## src/rtl/core/ckvp_pkg.sv

```systemverilog
// Package for the key-value payload parser: phase encoding, status codes,
// result record and the key size decode. Depends on nothing.
`default_nettype none
package ckvp_pkg;

  localparam int unsigned HdrBytes   = 4;
  localparam int unsigned SizeShift  = 28;

  // Size codes held in key bits 31:28.
  localparam logic [3:0] SZ_CODE_BIT1 = 4'h1;
  localparam logic [3:0] SZ_CODE_U8   = 4'h2;
  localparam logic [3:0] SZ_CODE_U16  = 4'h3;
  localparam logic [3:0] SZ_CODE_U32  = 4'h4;
  localparam logic [3:0] SZ_CODE_U64  = 4'h5;

  // End-of-payload status codes.
  localparam logic [1:0] ST_OK    = 2'd0;
  localparam logic [1:0] ST_SHORT = 2'd1;
  localparam logic [1:0] ST_TRUNC = 2'd2;

  typedef enum logic [3:0] {
    PH_HEADER = 4'b0001,
    PH_KEY    = 4'b0010,
    PH_VALUE  = 4'b0100,
    PH_SKIP   = 4'b1000
  } phase_t;

  typedef struct packed {
    logic        entry_valid;
    logic [31:0] key_id;
    logic [63:0] entry_value;
    logic [3:0]  value_bytes;
    logic        message_end;
    logic [1:0]  status;
    logic [7:0]  msg_version;
    logic [7:0]  msg_layer;
    logic [15:0] msg_position;
  } result_t;

  // Value size in bytes for a key; zero for an unknown code.
  function automatic logic [3:0] size_of_key(input logic [31:0] key);
    logic [3:0] code;
    logic [3:0] sz;
    code = key[SizeShift +: 4];
    unique case (code)
      SZ_CODE_BIT1: sz = 4'd1;
      SZ_CODE_U8:   sz = 4'd1;
      SZ_CODE_U16:  sz = 4'd2;
      SZ_CODE_U32:  sz = 4'd4;
      SZ_CODE_U64:  sz = 4'd8;
      default:      sz = 4'd0;
    endcase
    return sz;
  endfunction

endpackage
`default_nettype wire

```

## src/rtl/core/config_key_value_payload_parser.sv

```systemverilog
// Top level of the configuration key-value payload parser.
// Instantiates ckvp_parse and ckvp_out_reg; uses ckvp_pkg.
//
// Usage:
//   Input channel (in_valid/in_ready): one payload byte per item, with
//   in_last_byte set on the final byte. Four header bytes (version, layer,
//   little-endian position) come first, then 32-bit little-endian keys,
//   each followed by a 1, 2, 4 or 8 byte little-endian value.
//   Result channel (out_valid/out_ready): an item for each completed entry
//   and one for the final byte; both share one item when the final byte
//   completes a value. out_status is meaningful with out_message_end;
//   entries of a payload that ends with an error status are to be dropped.
//   Throughput: one byte per cycle while the receiver takes results. Each
//   accepted byte updates the parser state in the same cycle and its result
//   lands in the result register, visible in the cycle after acceptance.
//   Stall: while the result register holds an item that is not taken,
//   in_ready drops (combinationally follows out_ready), so no byte is lost.
//   Reset: synchronous, active low; parser returns to the header phase and
//   the result register empties. The final byte of a payload also returns
//   the parser to its reset state.
`default_nettype none
module config_key_value_payload_parser (
  input  wire logic        clk,
  input  wire logic        rst_n,
  input  wire logic        in_valid,
  output logic             in_ready,
  input  wire logic [7:0]  in_data_byte,
  input  wire logic        in_last_byte,
  output logic             out_valid,
  input  wire logic        out_ready,
  output logic             out_entry_valid,
  output logic [31:0]      out_key_id,
  output logic [63:0]      out_entry_value,
  output logic [3:0]       out_value_bytes,
  output logic             out_message_end,
  output logic [1:0]       out_status,
  output logic [7:0]       out_msg_version,
  output logic [7:0]       out_msg_layer,
  output logic [15:0]      out_msg_position
);

  logic              step;
  logic              res_valid;
  ckvp_pkg::result_t res;
  ckvp_pkg::result_t out_data;
  logic              space;

  // Advance the parser on every accepted byte.
  assign step     = in_valid && in_ready;
  assign in_ready = space;

  ckvp_parse u_parse (
    .clk       (clk),
    .rst_n     (rst_n),
    .step      (step),
    .data_byte (in_data_byte),
    .last_byte (in_last_byte),
    .res_valid (res_valid),
    .res       (res)
  );

  // Hold the result until the receiver takes it.
  ckvp_out_reg u_out (
    .clk       (clk),
    .rst_n     (rst_n),
    .load      (res_valid),
    .load_data (res),
    .space     (space),
    .out_valid (out_valid),
    .out_ready (out_ready),
    .out_data  (out_data)
  );

  assign out_entry_valid  = out_data.entry_valid;
  assign out_key_id       = out_data.key_id;
  assign out_entry_value  = out_data.entry_value;
  assign out_value_bytes  = out_data.value_bytes;
  assign out_message_end  = out_data.message_end;
  assign out_status       = out_data.status;
  assign out_msg_version  = out_data.msg_version;
  assign out_msg_layer    = out_data.msg_layer;
  assign out_msg_position = out_data.msg_position;

  // Every result item carries an entry, an end of payload, or both.
  a_result_has_cause: assert property (@(posedge clk) disable iff (!rst_n)
    out_valid |-> (out_entry_valid || out_message_end))
    else $error("result item with neither entry nor end");

  // An entry always has one of the legal value sizes.
  a_entry_size: assert property (@(posedge clk) disable iff (!rst_n)
    (out_valid && out_entry_valid) |->
      (out_value_bytes == 4'd1 || out_value_bytes == 4'd2 ||
       out_value_bytes == 4'd4 || out_value_bytes == 4'd8))
    else $error("entry with illegal value size");

  // An entry in the same item as the end means the value completed: status ok.
  a_entry_end_ok: assert property (@(posedge clk) disable iff (!rst_n)
    (out_valid && out_entry_valid && out_message_end) |->
      (out_status == ckvp_pkg::ST_OK))
    else $error("entry with error status");

  // Input is refused only while a result waits and the receiver stalls.
  a_ready_stall: assert property (@(posedge clk) disable iff (!rst_n)
    !in_ready |-> (out_valid && !out_ready))
    else $error("input refused without a stalled result");

endmodule
`default_nettype wire

```

## src/rtl/core/ckvp_parse.sv

```systemverilog
// Parser state and per-byte update for the key-value payload parser.
// Uses ckvp_pkg for the phase type, status codes and result record.
`default_nettype none
module ckvp_parse (
  input  wire logic             clk,
  input  wire logic             rst_n,
  input  wire logic             step,
  input  wire logic [7:0]       data_byte,
  input  wire logic             last_byte,
  output logic                  res_valid,
  output ckvp_pkg::result_t     res
);

  ckvp_pkg::phase_t phase_r, phase_nxt;
  logic [2:0]  cnt_r, cnt_nxt;
  logic [31:0] key_r, key_nxt;
  logic [63:0] val_r, val_nxt;
  logic [3:0]  len_r, len_nxt;
  logic [7:0]  ver_r, ver_nxt;
  logic [7:0]  lay_r, lay_nxt;
  logic [15:0] pos_r, pos_nxt;

  logic [31:0] key_acc;
  logic [63:0] val_acc;
  logic [3:0]  key_sz;
  logic        got_entry;
  logic [1:0]  st;

  always_comb begin
    phase_nxt = phase_r;
    cnt_nxt   = cnt_r;
    key_nxt   = key_r;
    val_nxt   = val_r;
    len_nxt   = len_r;
    ver_nxt   = ver_r;
    lay_nxt   = lay_r;
    pos_nxt   = pos_r;
    got_entry = 1'b0;
    st        = ckvp_pkg::ST_OK;
    key_acc   = key_r | ({24'd0, data_byte} << {cnt_r[1:0], 3'd0});
    val_acc   = val_r | ({56'd0, data_byte} << {cnt_r, 3'd0});
    key_sz    = ckvp_pkg::size_of_key(key_acc);

    unique case (phase_r)
      ckvp_pkg::PH_HEADER: begin
        unique case (cnt_r[1:0])
          2'd0:    ver_nxt = data_byte;
          2'd1:    lay_nxt = data_byte;
          2'd2:    pos_nxt = {pos_r[15:8], data_byte};
          default: pos_nxt = {data_byte, pos_r[7:0]};
        endcase
        if (cnt_r >= 3'(ckvp_pkg::HdrBytes - 1)) begin
          phase_nxt = ckvp_pkg::PH_KEY;
          cnt_nxt   = 3'd0;
          key_nxt   = 32'd0;
        end else begin
          cnt_nxt = cnt_r + 3'd1;
          st      = ckvp_pkg::ST_SHORT;
        end
      end
      ckvp_pkg::PH_KEY: begin
        key_nxt = key_acc;
        if (cnt_r[1:0] == 2'd3) begin
          cnt_nxt = 3'd0;
          if (key_sz == 4'd0) begin
            phase_nxt = ckvp_pkg::PH_SKIP;
          end else begin
            phase_nxt = ckvp_pkg::PH_VALUE;
            len_nxt   = key_sz;
            val_nxt   = 64'd0;
            st        = ckvp_pkg::ST_TRUNC;
          end
        end else begin
          cnt_nxt = cnt_r + 3'd1;
        end
      end
      ckvp_pkg::PH_VALUE: begin
        val_nxt = val_acc;
        if (({1'b0, cnt_r} + 4'd1) >= len_r) begin
          got_entry = 1'b1;
          phase_nxt = ckvp_pkg::PH_KEY;
          cnt_nxt   = 3'd0;
          key_nxt   = 32'd0;
        end else begin
          cnt_nxt = cnt_r + 3'd1;
          st      = ckvp_pkg::ST_TRUNC;
        end
      end
      default: ;
    endcase

    res_valid = step && (got_entry || last_byte);

    res              = '0;
    res.entry_valid  = got_entry;
    res.message_end  = last_byte;
    if (got_entry) begin
      res.key_id      = key_r;
      res.entry_value = val_acc;
      res.value_bytes = len_r;
    end
    if (last_byte) begin
      res.status       = st;
      res.msg_version  = ver_nxt;
      res.msg_layer    = lay_nxt;
      res.msg_position = pos_nxt;
    end
  end

  always_ff @(posedge clk) begin
    if (!rst_n || (step && last_byte)) begin
      phase_r <= ckvp_pkg::PH_HEADER;
      cnt_r   <= 3'd0;
      key_r   <= 32'd0;
      val_r   <= 64'd0;
      len_r   <= 4'd0;
      ver_r   <= 8'd0;
      lay_r   <= 8'd0;
      pos_r   <= 16'd0;
    end else if (step) begin
      phase_r <= phase_nxt;
      cnt_r   <= cnt_nxt;
      key_r   <= key_nxt;
      val_r   <= val_nxt;
      len_r   <= len_nxt;
      ver_r   <= ver_nxt;
      lay_r   <= lay_nxt;
      pos_r   <= pos_nxt;
    end
  end

endmodule
`default_nettype wire

```

## src/rtl/core/ckvp_out_reg.sv

```systemverilog
// Result register for the key-value payload parser: holds one result item
// until the receiver takes it. Uses ckvp_pkg for the result record.
`default_nettype none
module ckvp_out_reg (
  input  wire logic              clk,
  input  wire logic              rst_n,
  input  wire logic              load,
  input  wire ckvp_pkg::result_t load_data,
  output logic                   space,
  output logic                   out_valid,
  input  wire logic              out_ready,
  output ckvp_pkg::result_t      out_data
);

  logic              full_r, full_nxt;
  ckvp_pkg::result_t data_r;

  assign space = !full_r || out_ready;

  always_comb begin
    priority if (load) full_nxt = 1'b1;
    else if (out_ready) full_nxt = 1'b0;
    else full_nxt = full_r;
  end

  always_ff @(posedge clk) begin
    if (!rst_n) begin
      full_r <= 1'b0;
    end else begin
      full_r <= full_nxt;
    end
  end

  always_ff @(posedge clk) begin
    if (load) begin
      data_r <= load_data;
    end
  end

  assign out_valid = full_r;
  assign out_data  = data_r;

endmodule
`default_nettype wire

```

## config.mk

```make
export PLATFORM = sky130hd
export DESIGN_NAME = config_key_value_payload_parser
export DESIGN_NICKNAME = d
export VERILOG_FILES = /design/src/rtl/core/ckvp_pkg.sv /design/src/rtl/core/config_key_value_payload_parser.sv /design/src/rtl/core/ckvp_parse.sv /design/src/rtl/core/ckvp_out_reg.sv
export SDC_FILE = /design/constraint.sdc
export NUM_CORES = 1
export LEC_CHECK = 0
export BUFFER_PORTS_ARGS = -buffer_cell sky130_fd_sc_hd__buf_4
export CORE_ASPECT_RATIO = 0.7
export CORE_MARGIN = 2
export CORE_UTILIZATION = 40
export DETAILED_ROUTE_END_ITERATION = 7
export GPL_TIMING_DRIVEN = 0
export PLACE_DENSITY_LB_ADDON = 0.08
export SLEW_MARGIN = 15
export SYNTH_ARGS = -nofsm -noshare
export SYNTH_HDL_FRONTEND = slang
export SYNTH_SLANG_ARGS = --single-unit
```

## constraint.sdc

```tcl
create_clock -name clk -period 10.6 [get_ports clk]
set_input_delay 2.12 -clock clk [delete_from_list [all_inputs] [get_ports clk]]
set_output_delay 2.12 -clock clk [all_outputs]
set_load 0.02 [all_outputs]
```

==> Word-level counts from Yosys, hierarchy flattened <==
Index checks and enable logic that the tools add are counted.
{ "totals": {"ff_bits": 276, "out_inout_bits": 138, "elab_cells": 93, "inputBits": 13} }
{ "op_classes": {"n_addsub": 2, "order_cmp": 2, "shift": 2, "n_reduce_logical": 20, "bitwise_logic": 3, "muxes": 31, "n_eq_ne": 15} }
{ "ops": {"columns": ["op", "n"], "rows": [
  ["two-way mux 64 bit", 2],
  ["case mux 64 bit (2 select lines)", 1],
  ["case mux 32 bit (3 select lines)", 1],
  ["two-way mux 32 bit", 2],
  ["OR 64 bit", 1],
  ["<< shifter 8 x 6 -> 64 bit", 1],
  ["two-way mux 8 bit", 4],
  ["OR 32 bit", 1],
  ["case mux 16 bit (2 select lines)", 1],
  ["<< shifter 8 x 5 -> 32 bit", 1],
  ["two-way mux 16 bit", 1],
  ["two-way mux 4 bit", 4],
  ["case mux 4 bit (4 select lines)", 1],
  ["== test 4 x 2 -> 1 bit (second input constant)", 3],
  ["== test 4 x 3 -> 1 bit (second input constant)", 3],
  ["case mux 4 bit (3 select lines)", 1],
  ["AND reduction 4 bit", 3],
  ["two-way mux 3 bit", 3],
  ["case mux 3 bit (3 select lines)", 1],
  ["== test 4 x 1 -> 1 bit (second input constant)", 2],
  ["two-way mux 2 bit", 3],
  ["inequality test 2 x 1 -> 1 bit (second input constant)", 3],
  ["case mux 2 bit (3 select lines)", 1],
  ["two-way mux 1 bit", 5],
  ["18 further kinds", 26]
]} }

==> Longest topological paths before layout <==
Gate-level depths: netlist of run 1.
{ "depth": {"depth_word": 9, "mapped_depth": 12, "ltp_nobuf": 10} }

==> Hierarchy <==
From an unflattened synthesis of run 1, not the netlist that was laid out.
{ "hier_totals": {"cells_unflattened": 1113, "hier_area_um2": 11876.4} }
{ "by_module_without_submodules": {"columns": ["mod", "seq_area_each_um2", "n_inst", "cells_per_inst", "area_each_um2"], "rows": [
  ["ckvp_parse", 2782.7, 1, 972, 7737.4],
  ["ckvp_out_reg", 4103.9, 1, 140, 4132.7],
  ["config_key_value_payload_parser", 0.0, 1, 1, 6.3]
]} }

==> Worst setup path before layout of run 1 <==
No wires, ideal clock.
{ "synth_path": {"path_type": "in2reg", "from": "in out_ready", "to": "reg u_out.data_r, in the netlist u_out.out_data[0] (enable)", "stages": 4, "required_time_ps": 9923, "arrival_time_ps": 9338, "setup_time_ps": 677, "path_slack_ps": 585, "path_buffers": 1, "cell_sequence": "nand2b_1 clkbuf_1 nand2_1 a21oi_1"} }
{ "synth_via": {"elab_chain_len": 3} }
{ "synth_lines": {"columns": ["element", "line_no", "rtl"], "rows": [
  ["start, declared", "config_key_value_payload_parser.sv:30", "input wire logic out_ready,"],
  ["logical OR 1 bit", "ckvp_out_reg.sv:18", "assign space = !full_r || out_ready;"],
  ["net in_ready", "config_key_value_payload_parser.sv:26", "output logic in_ready,"],
  ["logical AND 1 bit", "config_key_value_payload_parser.sv:49", "assign step = in_valid && in_ready;"],
  ["logical AND 1 bit", "ckvp_parse.sv:92", "res_valid = step && (got_entry || last_byte);"],
  ["net res_valid", "config_key_value_payload_parser.sv:43", "logic res_valid;"],
  ["end signal, assigned", "ckvp_out_reg.sv:36", "data_r <= load_data;"],
  ["end, declared", "ckvp_out_reg.sv:16", "ckvp_pkg::result_t data_r;"]
]} }
The timed path passes the listed nets, and every way through them passes these cells.
A chain may end at the register's enable or synchronous reset.

==> Final worst setup path of run 1 <==
{ "layout_path": {"from": "reg u_parse.cnt_r[0]", "to": "reg u_out.data_r, in the netlist u_out.out_data[46] (enable)"} }
{ "layout_via": {"elab_chain_len": 6} }
{ "layout_lines": {"columns": ["element", "line_no", "rtl"], "rows": [
  ["start, declared", "ckvp_parse.sv:15", "logic [2:0] cnt_r, cnt_nxt;"],
  ["start signal, assigned", "ckvp_parse.sv:122", "cnt_r <= cnt_nxt;"],
  ["adder 3 x 1 -> 4 bit", "ckvp_parse.sv:79", "if (({1'b0, cnt_r} + 4'd1) >= len_r) begin"],
  [">= comparator 4 bit", "ckvp_parse.sv:79", null],
  ["two-way mux 1 bit", "ckvp_parse.sv:79", null],
  ["two-way mux 1 bit", "ckvp_parse.sv:44", "unique case (phase_r)"],
  ["logical OR 1 bit", "ckvp_parse.sv:92", null],
  ["logical AND 1 bit", "ckvp_parse.sv:92", null],
  ["net res_valid", "config_key_value_payload_parser.sv:43", null]
]} }
The timed path passes the listed nets, and every way through them passes these cells.

==> results of run 1 <==
## worst paths after layout
check / depth (start not counted) / slack (ns) / to / from
worst min-delay path: 2 / 0.46 / u_parse.len_r[3]$_SDFFE_PP0P_ / u_parse.len_r[3]$_SDFFE_PP0P_
worst max register to register: 13 / 5.27 / u_out.out_data[46]$_SDFFCE_PN0P_ / u_parse.cnt_r[0]$_SDFFE_PP0P_
worst min register to register: 2 / 0.46 / u_parse.len_r[3]$_SDFFE_PP0P_ / u_parse.len_r[3]$_SDFFE_PP0P_
worst max-delay path: 13 / 5.27 / u_out.out_data[46]$_SDFFCE_PN0P_ / u_parse.cnt_r[0]$_SDFFE_PP0P_
## stage by stage
step / total power, W / util, %
finish: 0.002360 / 50.25
global placement: 0.001441 / 46.42
floorplan: 0.001342 / -
global route: 0.002437 / 50.25
detailed placement: 0.001440 / 47.08
CTS: 0.002371 / 50.23
## critical path: cells and delay by family (launching register included)
family,cells,cell delay (ns)
and+or+nand+nor,5,2.23
buffers and inverters,5,1.32
AOI/OAI and AO/OA,2,0.77
DFF,1,0.44
adders and majority gates,1,0.26
## report_power, final
group	internal [W]	total, W	switching (W)
registers	0.00114	0.00116	0.0000112
clock network	0.000541	0.000939	0.000398
logic	0.0000794	0.000266	0.000186
total	0.00176	0.00236	0.000596
## cell families (layout without fill, tap and decap cells)
| kind of cell | count (synthesis) | after routing | synth area share, % |
|---|---|---|---|
| AO/OA/AOI/OAI | 243 | 243 | 15.28 |
| adder cells (fa/ha/maj) | 10 | 10 | 1.149 |
| multiplexers | 17 | 17 | 1.562 |
| buffers and inverters | 112 | 311 | 4.595 |
| flip-flops | 276 | 276 | 63.23 |
| XOR/XNOR | 1 | 1 | 0.08043 |
| AND/OR/NAND/NOR | 347 | 347 | 14.11 |
## routing by layer
layer / vias to the layer above / wire, um / global-route usage (%)
met3: 60 / 2720 / 5.220
li1: 4032 / - / -
met5: - / 0 / 0
met2: 343 / 12980 / 30.70
met4: 0 / 868 / 6.850
met1: 4210 / 15300 / 32.75
## sequential cells by signal (all words and copies together), names as in the netlist
register / flops
u_out.out_data: 136
u_parse.key_r: 32
u_parse.ver_r: 8
u_parse.lay_r: 8
u_parse.phase_r: 4
u_parse.val_r: 64
u_parse.cnt_r: 3
u_parse.len_r: 4
u_parse.pos_r: 16
u_out.out_valid: 1
## layout make-up
type,count,area [um2],share of cell area [%]
well taps,364,455.4,3.385
clock buffers,44,765.7,5.691
clock inverters,5,77.57,0.5765
inverters,12,45.04,0.3348
plain buffers,100,455.4,3.385
flip-flops and latches,276,6887,51.18
repair buffers,150,1239,9.206
multi-input cells,618,3531,26.24
## placed cells by master, fill, tap and decap left out, types with 4 or more instances in the layout
| cell type | Yosys | layout |
|---|---|---|
| nor2_2 | 6 | 6 |
| mux2i_1 | 17 | 17 |
| nand3_1 | 23 | 23 |
| clkbuf_16 | 0 | 27 |
| nand2_1 | 28 | 28 |
| edfxtp_1 | 136 | 136 |
| buf_16 | 0 | 5 |
| clkbuf_1 | 80 | 92 |
| inv_1 | 11 | 11 |
| nor4_1 | 4 | 4 |
| a22oi_1 | 26 | 26 |
| and3_1 | 37 | 37 |
| dfxtp_1 | 140 | 140 |
| o211ai_1 | 4 | 4 |
| a22oi_2 | 8 | 8 |
| buf_6 | 8 | 8 |
| buf_2 | 10 | 10 |
| and2_1 | 4 | 4 |
| o21ai_0 | 5 | 5 |
| nor2_1 | 224 | 224 |
| a41oi_1 | 29 | 29 |
| buf_4 | 2 | 146 |
| a31oi_1 | 102 | 102 |
| nor3_1 | 7 | 7 |
| ha_1 | 10 | 10 |
| a21oi_1 | 49 | 48 |
==> results.yml, run 1 <==
cts:
  cts.repair.resized: 0
  clock_path_buffers: 3
  cts_hold_buffers: 0
  clock_latency_ns: 0.54
  path_clk_slew_ns: 0.06
  post_cts_buffers: 0
  cts_tree: "done"
  cts-root-buf: "clkbuf_16"
  htree_levels: 1
  cts_buffers: 27
  cts_sinks: 276
timing:
  slew_headroom_pct: 30.76
  setup_viol: 0
  min_period_ns: 5.328
  fmax_mhz: 187.7
  final.setup.tns_ns: 0
  period_share_pct: 50.27
  rsz0062_at_grt: "no"
  hold_viol_final: 0
  worst_pin_slew_ns: 1.012
  drv_slew: 0
  skew_ns: 0.01502
  fin_ws_ns: 5.272
  hold_slack_ns: 0.4561
finish:
  stdcell_area_um2: 13460
  fillCellCount: 2515
  fin_nets: 1208
  num_antenna_cells: 0
  syn2layout_area_growth_pct: 23.54
  fin_cells: 1569
  drive_above_1_share_pct: 19.34
yosys:
  synth_cell_types: 50
  yosys-top-cells-area: "edfxtp_1, dfxtp_1, nor2_1, a31oi_1, clkbuf_1"
  yosysWarnings: 0
  synth_top_area_share_pct: 37.50
  netlist.top_cell.by_area: "edfxtp_1"
  yosys-top-cells-count: "nor2_1, dfxtp_1, edfxtp_1, a31oi_1, clkbuf_1"
  seq_area_frac_synth_pct: 63.23
  syn_nets: 1029
  synth_cells: 1006
  synth-main-ff-cell: "dfxtp_1"
  syn_area_per_cell_um2: 10.83
  synth_edf_count: 136
  syn_area_um2: 10890
  synth_most_common_cell: "nor2_1"
  async_reset_ff_share_pct: 0
  synth_seq_cells: 276
drt:
  wire_per_inst_um: 20.31
  via_per_inst: 5.510
  totalWireLength_um: 31870
  drt_iter0_markers: 750
  drt.antenna.violating_nets: 0
  drt_drc_violations_left: 0
  dr.pass1.iters: 4
  vias: 8645
setup_path:
  startpoint_type: "flip-flop"
  worstPathCellList: "buf_2, nand2_1, nor2_1, ha_1, o21a_1, nor2_1, nor2_1, nand2_1, clkbuf_1, a21oi_4, buf_16, buf_16, buf_16"
  cp_max_fo: 25
  slowest_delay_ns: 0.68
  crit_type: "flip-flop to flip-flop"
  critPathArrivalTime_ns: 5.58
  critPathSlowestCell: "nor2_1"
  crit_path_end_kind: "flip-flop"
  worst_ep_required_time_ns: 10.85
global_route:
  overflow: 0
  grt_pass1_vias: 8145
  grt_start_max_net_pins: 26
  grt_use_total_pct: 21.78
  antenna_found_initial: 0
  grt_first_pass_wirelength_um: 48100
power:
  p_leak_nw: 4.952
  p_per_area_nw_per_um2: 175.4
  ir_drop_mv: 0.1119
floorplanning:
  core_region_area_um2: 26780
  die_x_um: 201.2
  ios: 151
  core.rowCount: 50
  die_h_um: 142.1
  die_area_um2: 28590
  initial_utilization_pct: 40.68
placement:
  finalWeightedCongestion: 0.8593
  pre_cts_slack_ns: 5.360
  io_buffers: 144
  placed_cell_area_um2: 12610
  numPlacedInstances: 1520
  dp_hpwl_um: 22000
outcome:
  outcome: "finished clean"
flow_run:
  maxCapViolations: 0
worst_hold_path:
  hp-class: "flip-flop to flip-flop"
No activity file was read; power rests on OpenSTA's default activity.
==> run 2, diff against run 1 <==
- clock period: 10.6 -> 5 ns (I/O delays scaled with it)
==> results.yml, run 2 (synthesis results as in run 1) <==
timing:
  drv_slew: 0
  rsz0062_at_grt: "no"
  period_share_pct: 94.81
  skew_ns: 0.01751
  hold_viol_final: 0
  setup_viol: 0
  fmax_mhz: 211.0
  worst_pin_slew_ns: 0.9946
  min_period_ns: 4.740
  slew_headroom_pct: 33.18
drt:
  dr.pass1.iters: 5
  drt_iter0_markers: 886
  wire_per_inst_um: 20.33
  drt_drc_violations_left: 0
  drt.antenna.violating_nets: 0
  via_per_inst: 5.479
  vias: 8607
  totalWireLength_um: 31940
cts:
  cts-root-buf: "clkbuf_16"
  cts_tree: "done"
  path_clk_slew_ns: 0.07
  clock_latency_ns: 0.55
  cts_buffers: 27
  cts_sinks: 276
  htree_levels: 1
  cts_hold_buffers: 0
  clock_path_buffers: 3
setup_path:
  worstPathCellList: "ha_1, inv_1, ha_1, inv_1, ha_1, o21a_1, nor2_1, nor2_1, nand2_1, clkbuf_1, a21oi_4, buf_4, buf_16, buf_16"
  crit_path_end_kind: "flip-flop"
  path_delay_family: "simple AND/OR/NAND/NOR gates"
  cp_max_fo: 25
  crit_type: "flip-flop to flip-flop"
  worst_ep_required_time_ns: 5.24
  startpoint_type: "flip-flop"
  cp_num_buf_inv: 6
  path_common_cell: "ha_1"
  critPathSlowestCell: "nor2_1"
  critPathArrivalTime_ns: 4.98
  slowest_delay_ns: 0.64
floorplanning:
  die_area_um2: 28590
  die_x_um: 201.2
  die_h_um: 142.1
  ios: 151
  core.rowCount: 50
  core_region_area_um2: 26780
  initial_utilization_pct: 40.68
finish:
  largest_register_ffs: 136
  fin_cells: 1571
  multi_input_area_um2: 3533
  final_cell_mix: "nor2_1, buf_4, dfxtp_1, edfxtp_1, a31oi_1"
  register_area_um2: 6887
  fin_nets: 1210
  final_util_pct: 50.40
  drive_above_1_share_pct: 20.13
  syn2layout_area_growth_pct: 23.91
  final_common_cell: "nor2_1"
  num_antenna_cells: 0
  fillCellCount: 2493
global_route:
  antenna_found_initial: 0
  grt_first_pass_wirelength_um: 48800
  grt_pass1_vias: 8123
  grt_start_max_net_pins: 26
  grt_use_total_pct: 22.04
  overflow: 0
placement:
  finalWeightedCongestion: 0.8506
  numPlacedInstances: 1520
  io_buffers: 144
  dp_hpwl_um: 22170
flow_run:
  maxCapViolations: 0
outcome:
  outcome: "finished clean"
power:
  p_per_area_nw_per_um2: 371.7
  ir_drop_mv: 0.2538
  p_leak_nw: 4.976
worst_hold_path:
  hp-class: "flip-flop to flip-flop"
run 2: metal layers:
| layer | routed length, um | track usage [%] |
|---|---|---|
| met3 | 2350 | 3.846 |
| met1 | 15690 | 34.21 |
| met5 | 0 | 0 |
| met4 | 785 | 6.076 |
| met2 | 13120 | 31.31 |
run 2: power breakdown:
part	switching (W)	total [W]	internal [W]
logic	0.000398	0.000568	0.000170
registers	0.0000235	0.00245	0.00243
clock network	0.000873	0.00200	0.00113
total	0.00129	0.00502	0.00372
run 2: cell type report:
cell class / instances / share of cell area [%]
Timing Repair Buffer: 152 / 9.345
Sequential cell: 276 / 51.03
Buffer: 100 / 3.375
Clock inverter: 16 / 1.038
Inverter: 12 / 0.3338
Tap cell: 364 / 3.375
Clock buffer: 33 / 5.322
Multi-Input combinational cell: 618 / 26.18
run 2: path summary, 6_finish.rpt:
check	to	from	cells past startpoint	slack [ns]
min	u_parse.len_r[3]$_SDFFE_PP0P_	u_parse.len_r[3]$_SDFFE_PP0P_	2	0.45
min reg2reg	u_parse.len_r[3]$_SDFFE_PP0P_	u_parse.len_r[3]$_SDFFE_PP0P_	2	0.45
max reg2reg	u_out.out_data[19]$_SDFFCE_PN0P_	u_parse.cnt_r[0]$_SDFFE_PP0P_	14	0.26
max	u_out.out_data[19]$_SDFFCE_PN0P_	u_parse.cnt_r[0]$_SDFFE_PP0P_	14	0.26
run 2: timing repair:
action,4_1_cts,5_1_grt
setup buffers,2,0
resized for setup,0,1
pin swaps,1,0
setup endpoints to repair,85,3
cloned,0,0
run 2: stage by stage:
step                      power, W  instance area (um2)  hold WS (ns)  TNS, ns  setup slack, ns
after floorplan           0.002836                10900        0.4319        0           0.1308
after global placement    0.003042                12440        0.4419  -333.33           -2.463
after detailed placement  0.003057                12620        0.4521   -12.02          -0.2816
after CTS                 0.005042                13490        0.4626        0           0.2386
after global routing      0.005183                13500        0.4855        0          0.09772
final                     0.005017                13500        0.4535        0           0.2596
run 2: tightest hold or removal path, cell delays in order (launching register included):
cell	delay, ns
dfxtp_1	0.31
nand2_1	0.05
a21oi_1	0.05
